`config.mk`:
```
export PLATFORM = sky130hd
export DESIGN_NAME = sspg_sine_rom
export DESIGN_NICKNAME = d
export VERILOG_FILES = /design/src/sspg_pkg.sv /design/src/sspg_sine_rom.sv
export SDC_FILE = /design/constraint.sdc
export NUM_CORES = 1
export LEC_CHECK = 0
export ABC_CLOCK_PERIOD_IN_PS = 1970
export BUFFER_PORTS_ARGS = -buffer_cell sky130_fd_sc_hd__buf_4
export CAP_MARGIN = 40
export CORE_MARGIN = 2
export CORE_UTILIZATION = 45
export DETAILED_ROUTE_END_ITERATION = 8
export PLACE_DENSITY = 0.69
export SLEW_MARGIN = 30
export SYNTH_ARGS = -nofsm -noshare
export SYNTH_HDL_FRONTEND = slang
export SYNTH_SLANG_ARGS = --single-unit
export TNS_END_PERCENT = 20
```
`constraint.sdc`:
```
create_clock -name vclk -period 1.97
set_clock_uncertainty 0.05 [all_clocks]
set_input_delay 0.0985 -clock vclk [all_inputs]
set_output_delay 0.0985 -clock vclk [all_outputs]
set_load 0.02 [all_outputs]
```
`src/sspg_pkg.sv`:
```
// Shared constants, register codes and sine quarter-wave tables of the setpoint generator.
package sspg_pkg;

    // Defaults for the top-level parameters.
    localparam int SINE_SAMPLES_DEF = 100;
    localparam int FRAC_BITS_DEF    = 4;

    // Fixed field widths.
    localparam int SETPOINT_W = 14;
    localparam int TARGET_W   = 11;
    localparam int RPM_W      = 10;
    localparam int STEP_W     = 8;
    localparam int MODE_W     = 3;
    localparam int CFG_IDX_W  = 3;
    localparam int CFG_DATA_W = 10;
    localparam int SAMPLE_W   = 16;  // signed scaled sine sample
    localparam int SUM_W      = 20;  // signed setpoint arithmetic before clamping

    localparam int ROM_POINTS   = 100;
    localparam int QUARTER_LEN  = 25;
    localparam int SETPOINT_MAX = 16383;

    // Mode codes.
    localparam logic [MODE_W-1:0] MODE_STEP_UP   = 3'd0;
    localparam logic [MODE_W-1:0] MODE_UP_DOWN   = 3'd1;
    localparam logic [MODE_W-1:0] MODE_STEP_DOWN = 3'd2;
    localparam logic [MODE_W-1:0] MODE_SINE      = 3'd3;
    localparam logic [MODE_W-1:0] MODE_PERIODIC  = 3'd4;

    // Configuration register indexes.
    localparam logic [CFG_IDX_W-1:0] CFG_MODE      = 3'd0;
    localparam logic [CFG_IDX_W-1:0] CFG_UP_STEP   = 3'd1;
    localparam logic [CFG_IDX_W-1:0] CFG_DOWN_STEP = 3'd2;
    localparam logic [CFG_IDX_W-1:0] CFG_SWEEP_MAX = 3'd3;
    localparam logic [CFG_IDX_W-1:0] CFG_SWEEP_MIN = 3'd4;

    // Register reset values.
    localparam logic [MODE_W-1:0] MODE_RESET      = MODE_UP_DOWN;
    localparam logic [STEP_W-1:0] UP_STEP_RESET   = 8'd50;
    localparam logic [STEP_W-1:0] DOWN_STEP_RESET = 8'd10;
    localparam logic [RPM_W-1:0]  SWEEP_MAX_RESET = 10'd650;
    localparam logic [RPM_W-1:0]  SWEEP_MIN_RESET = 10'd50;

    // Periodic sine offset sequence, whole rpm.
    localparam logic [RPM_W-1:0] OFFSET_LOW  = 10'd350;
    localparam logic [RPM_W-1:0] OFFSET_HIGH = 10'd575;
    localparam logic [RPM_W-1:0] OFFSET_STEP = 10'd50;
    localparam logic [RPM_W-1:0] SINE_CENTER = 10'd500;

    // Quarter wave of round(16*100*sin(2*pi*k/100)).
    function automatic int quarter_a100(input int k);
        int v;
        case (k)
            0: v = 0;       1: v = 100;     2: v = 201;     3: v = 300;
            4: v = 398;     5: v = 494;     6: v = 589;     7: v = 681;
            8: v = 771;     9: v = 857;     10: v = 940;    11: v = 1020;
            12: v = 1095;   13: v = 1166;   14: v = 1233;   15: v = 1294;
            16: v = 1351;   17: v = 1402;   18: v = 1448;   19: v = 1488;
            20: v = 1522;   21: v = 1550;   22: v = 1572;   23: v = 1587;
            24: v = 1597;   25: v = 1600;
            default: v = 0;
        endcase
        return v;
    endfunction

    // Quarter wave of round(16*50*sin(2*pi*k/100)).
    function automatic int quarter_a50(input int k);
        int v;
        case (k)
            0: v = 0;       1: v = 50;      2: v = 100;     3: v = 150;
            4: v = 199;     5: v = 247;     6: v = 294;     7: v = 341;
            8: v = 385;     9: v = 429;     10: v = 470;    11: v = 510;
            12: v = 548;    13: v = 583;    14: v = 616;    15: v = 647;
            16: v = 675;    17: v = 701;    18: v = 724;    19: v = 744;
            20: v = 761;    21: v = 775;    22: v = 786;    23: v = 794;
            24: v = 798;    25: v = 800;
            default: v = 0;
        endcase
        return v;
    endfunction

endpackage

```
`src/sspg_sine_rom.sv`:
```
// Per-phase sine sample table for both amplitudes, built at elaboration.
module sspg_sine_rom
    import sspg_pkg::*;
#(
    parameter int SINE_SAMPLES = SINE_SAMPLES_DEF,
    parameter int FRAC_BITS    = FRAC_BITS_DEF,
    localparam int PHASE_W     = $clog2(SINE_SAMPLES)
) (
    input  logic [PHASE_W-1:0]         phase,
    output logic signed [SAMPLE_W-1:0] sample_a100,
    output logic signed [SAMPLE_W-1:0] sample_a50
);

    localparam int DEPTH = 2 ** PHASE_W;

    logic signed [SAMPLE_W-1:0] rom_a100 [DEPTH];
    logic signed [SAMPLE_W-1:0] rom_a50  [DEPTH];

    // Each phase maps to the 100-point wave, folded from the quarter tables
    // and rescaled to the setpoint fraction; phases past the period read zero.
    for (genvar g = 0; g < DEPTH; g++) begin : g_entry
        localparam int IDX  = (g < SINE_SAMPLES) ? (g * ROM_POINTS) / SINE_SAMPLES : 0;
        localparam int QUAD = IDX / QUARTER_LEN;
        localparam int REM  = IDX % QUARTER_LEN;
        localparam int POS  = (QUAD % 2 == 1) ? QUARTER_LEN - REM : REM;
        localparam int M100 = (quarter_a100(POS) * (2 ** FRAC_BITS) + 8) / 16;
        localparam int M50  = (quarter_a50(POS) * (2 ** FRAC_BITS) + 8) / 16;
        localparam int S100 = (g >= SINE_SAMPLES) ? 0 : ((QUAD >= 2) ? -M100 : M100);
        localparam int S50  = (g >= SINE_SAMPLES) ? 0 : ((QUAD >= 2) ? -M50 : M50);

        assign rom_a100[g] = SAMPLE_W'(S100);
        assign rom_a50[g]  = SAMPLE_W'(S50);
    end

    assign sample_a100 = rom_a100[phase];
    assign sample_a50  = rom_a50[phase];

endmodule

```
After elaboration in Yosys (flattened, before gate mapping)
Memory sizes are Yosys's and may differ from the RTL's.
Cells that the tools add are included.
Widths: inputs -> output; s select.
- mux-type cells: 4
- $lt $le $gt $ge: 1
- bitwise logic cells: 1
- operators by type and width (cell ; number):
    $mux 16 ; 4
    $ge 8x8->1 const B ; 1
    $not 7->8 ; 1
- memory bits (read-only): 4096
- memories kept: 2
- word-level logic and storage cells: 8
- bits in registers: 0
- bits of input ports: 7
- memories (memory ; words ; bits a word ; read ports ; clocked after Yosys merged registers in ; write ports ; RTL line ; source):
    (no name shown) ; 128 ; 16 ; 1 ; 0 ; 0 ; sspg_sine_rom.sv:36 ; assign sample_a50 = rom_a50[phase];
    (no name shown) ; 128 ; 16 ; 1 ; 0 ; 0 ; sspg_sine_rom.sv:35 ; assign sample_a100 = rom_a100[phase];

Depth between registers and ports, before layout
- word-level depth: 4
- mapped depth: 10
- mapped depth without buffers: 7

Worst setup path before layout
OpenSTA, ideal clock, no wires.
- path kind: input port to output port
- start point: in phase[4]
- end point: out sample_a100[12]
- stages on the path: 5
- setup slack: -0.622 ns
- required time: 1.821 ns
- buffers on the path: 3
- arrival time: 2.443 ns
- path through: buf_2 > inv_2 > clkbuf_1 > o41ai_1 > buf_4
- longest elaborated chain between the ends: 4
- ends and longest elaborated chain (what ; RTL line ; source):
    start: declaration ; sspg_sine_rom.sv:9 ; input logic [PHASE_W-1:0] phase,
    $not 7->8 (not written as such) ; sspg_sine_rom.sv:35 ;
    $mem_v2 128x16 ; -- ;
    $mux 16 (not written as such) (2 in a row) ; sspg_sine_rom.sv:35 ;
    end: declaration ; sspg_sine_rom.sv:10 ; output logic signed [SAMPLE_W-1:0] sample_a100,
Every way passes these cells. The select of a mux whose other input is x is not followed.

Worst setup path after layout
- start point: in phase[0]
- end point: out sample_a50[1]
- longest elaborated chain between the ends: 4
- ends and longest elaborated chain (what ; RTL line ; source):
    $not 7->8 (not written as such) ; sspg_sine_rom.sv:36 ;
    $mem_v2 128x16 ; -- ;
    $mux 16 (not written as such) (2 in a row) ; sspg_sine_rom.sv:36 ;
    end: declaration ; sspg_sine_rom.sv:11 ; output logic signed [SAMPLE_W-1:0] sample_a50
Every way passes these cells. The select of a mux whose other input is x is not followed.

==> run_results.csv <==
group,metric,value,unit
status,status,"complete, but fails checks",
status,violations,"setup timing",
global_route,antenna_found_initial,0,
finish,utilization,67.3,%
synth,avgSynthCellArea,6.29,um^2
worst_setup_path,start_kind,"input port",
worst_setup_path,cp_max_fo,4,
timing,hold_violations,0,
worst_hold_path,hold-path-cell-count,4,
routing,vias,3404,
finish,syn_to_final_growth,41.7,%
timing,rsz0062_at_grt,"true",
routing,wl,10.4,mm
global_route,grtUsageTotal,36.6,%
global_route,grt_pass1_wl,15.6,mm
routing,dr_wl_met2,4.55,mm
routing,firstDrtPassIters,6,
timing,relSlewSlack,67.6,%
timing,layout_min_cycle_time,1980,ps
power_and_ir_drop,switchingPower,0.548,mW
global_route,grt_max_degree,27,
worst_setup_path,startpoint,"phase[0]",
timing,finalSetupViolations,1,
power_and_ir_drop,p_int,0.419,mW
routing,wl_met1,4.05,mm
floorplanning,initial_utilization,47.5,%
finish,clock_buffers,0,
floorplanning,die_w,75.1,um
floorplanning,dieArea,0.00563,mm^2
floorplanning,die_h,75.1,um
timing,fin_ws,-5.86,ps
global_route,overflow,0,
finish,antenna_cells,0,
power_and_ir_drop,combPwrFrac,100.0,%
power_and_ir_drop,clockPowerShare,0,%
worst_setup_path,crit_type,"input port to output port",
synth,syn_nets,385,
synth,synth_seq_area_share,0,%
finish,finalNetCount,457,
routing,drtAntennaViolNets,0,
synth,syn-cell-area,0.00227,mm^2
routing,vias_per_cell,6.84,
worst_setup_path,end_kind,"output port",
routing,highest_layer,"met4",
synth,synth_warnings,0,
worst_setup_path,cp.arrival,1830,ps
routing,wl_met3,1.22,mm
power_and_ir_drop,power_density,300,mW/mm^2
synth,synthCells,361,
floorplanning,fp-row-count,25,
routing,drcViolationCount,0,
power_and_ir_drop,ir_drop,0.164,mV
routing,drt_iter0_markers,687,
worst_hold_path,hold_start,"phase[5]",
job,cap_violations,0,
finish,seqCellArea,0,um^2
power_and_ir_drop,power.leakage,1.37,nW
placement,numPortBuffers,39,
clock_network,cts_hold_buf,0,
global_route,grt_pass1_vias,2958,
timing,timing.hold.ws,648,ps
worst_setup_path,cp.required,1820,ps
finish,drive_above_1_share,35.5,%
worst_hold_path,hp-class,"input port to output port",
timing,fin_crit_sh,100,%
synth,synth_cell_types,52,
finish,final_common_cell,"buf_4",
finish,seq_cells,0,
routing,avgRoutedWirePerCell,21.0,um
placement,gp_congestion,1.07,
placement,dp_hpwl,7.78,mm
floorplanning,pin_count,39,
finish,final_cell_mix,"buf_4 (109), nand2_1 (36), a21oi_1 (30), nor2_1 (22), o21ai_0 (19)",
placement,dp_slack,-124,ps
timing,drv_slew,0,
floorplanning,core-area,0.00479,mm^2
power_and_ir_drop,power_switching_share,56.7,%
power_and_ir_drop,seq_power_share,0,%
timing,worst_pin_slew,473,ps
timing,fmax,0.506,GHz
## cell families (layout without fill, tap and decap cells)
kind of cell	Yosys count	in the layout	synth area share (%)
simple gates	121	121	25.8
buf+inv	65	135	14.3
fa+ha+maj	17	17	9.36
xor+xnor	1	1	0.386
compound gates	152	152	45.8
mux	5	5	4.41
## cell type report
cell class | count | area (um^2)
Inverter | 14 | 62.6
Tap cell | 67 | 83.8
Multi-Input combinational cell | 296 | 2100
Fill cell | 427 | 1570
Timing Repair Buffer | 121 | 977
## repair_timing
item	CTS	global route
pin swaps	3	9
setup buffers	0	1
resized for setup	11	34
setup endpoints to repair	9	21
## final timing paths
check                  endpoint  slack [ps]
hold / removal    sample_a50[2]         650
setup / recovery  sample_a50[1]          -6
## per-layer routing
layer,up-vias,track usage [%]
li1,1492,-
met1,1549,52.8
met2,291,54.7
met3,72,3.61
met4,0,16.1
met5,-,0
## cells in the mapped netlist, types with 2 or more instances
master | number | area (um^2)
a211o_1 | 2 | 17.5
o21ai_1 | 12 | 60.1
a21o_1 | 3 | 22.5
nor3_1 | 9 | 45.0
buf_4 | 16 | 120
or3_1 | 2 | 12.5
inv_1 | 11 | 41.3
nor2_1 | 22 | 82.6
nand2b_1 | 17 | 106
o21ai_0 | 20 | 100
inv_2 | 3 | 11.3
a32oi_1 | 3 | 26.3
a221oi_1 | 4 | 35.0
a21oi_1 | 32 | 160
and3_1 | 4 | 25.0
o211a_1 | 3 | 30.0
nand3_1 | 11 | 55.1
o211ai_1 | 9 | 67.6
nand2_1 | 38 | 143
a2bb2oi_1 | 2 | 17.5
clkbuf_1 | 14 | 52.6
o221ai_1 | 5 | 43.8
mux4_2 | 4 | 90.1
a221o_1 | 2 | 20.0
a211oi_1 | 10 | 75.1
o22ai_1 | 2 | 12.5
or2_1 | 4 | 25.0
ha_1 | 17 | 213
a311oi_1 | 13 | 114
o31a_1 | 2 | 17.5
a31oi_1 | 16 | 100
nor2b_1 | 7 | 43.8
buf_1 | 5 | 18.8
buf_2 | 16 | 80.1
and2_1 | 4 | 25.0
## through the flow
stage / cell area (um^2) / cells / TNS (ps) / power [mW]
2_1_floorplan: 2280 / 361 / -4600 / 0.550
5_1_grt: 3220 / 498 / -135 / 1.02
4_1_cts: 3050 / 496 / -36.5 / 0.900
3_3_place_gp: 3010 / 496 / -390 / 0.883
3_5_place_dp: 3010 / 496 / -662 / 0.886
6_report: 3220 / 498 / -5.86 / 0.967
## worst max-delay path, cell delays in order
cell	delay [ps]
buf_8	80
buf_4	130
ha_2	320
inv_1	90
o211a_1	200
a2111oi_0	470
buf_4	190
a221oi_1	60
buf_4	180
## power by group through the flow
stage | clock network (mW) | logic, mW | registers (mW)
5_1_grt | 0 | 1.02 | 0
6_report | 0 | 0.967 | 0
4_1_cts | 0 | 0.900 | 0
3_3_place_gp | 0 | 0.883 | 0
3_5_place_dp | 0 | 0.886 | 0
2_1_floorplan | 0 | 0.550 | 0
Note: power is estimated with default switching activity, not from simulation.
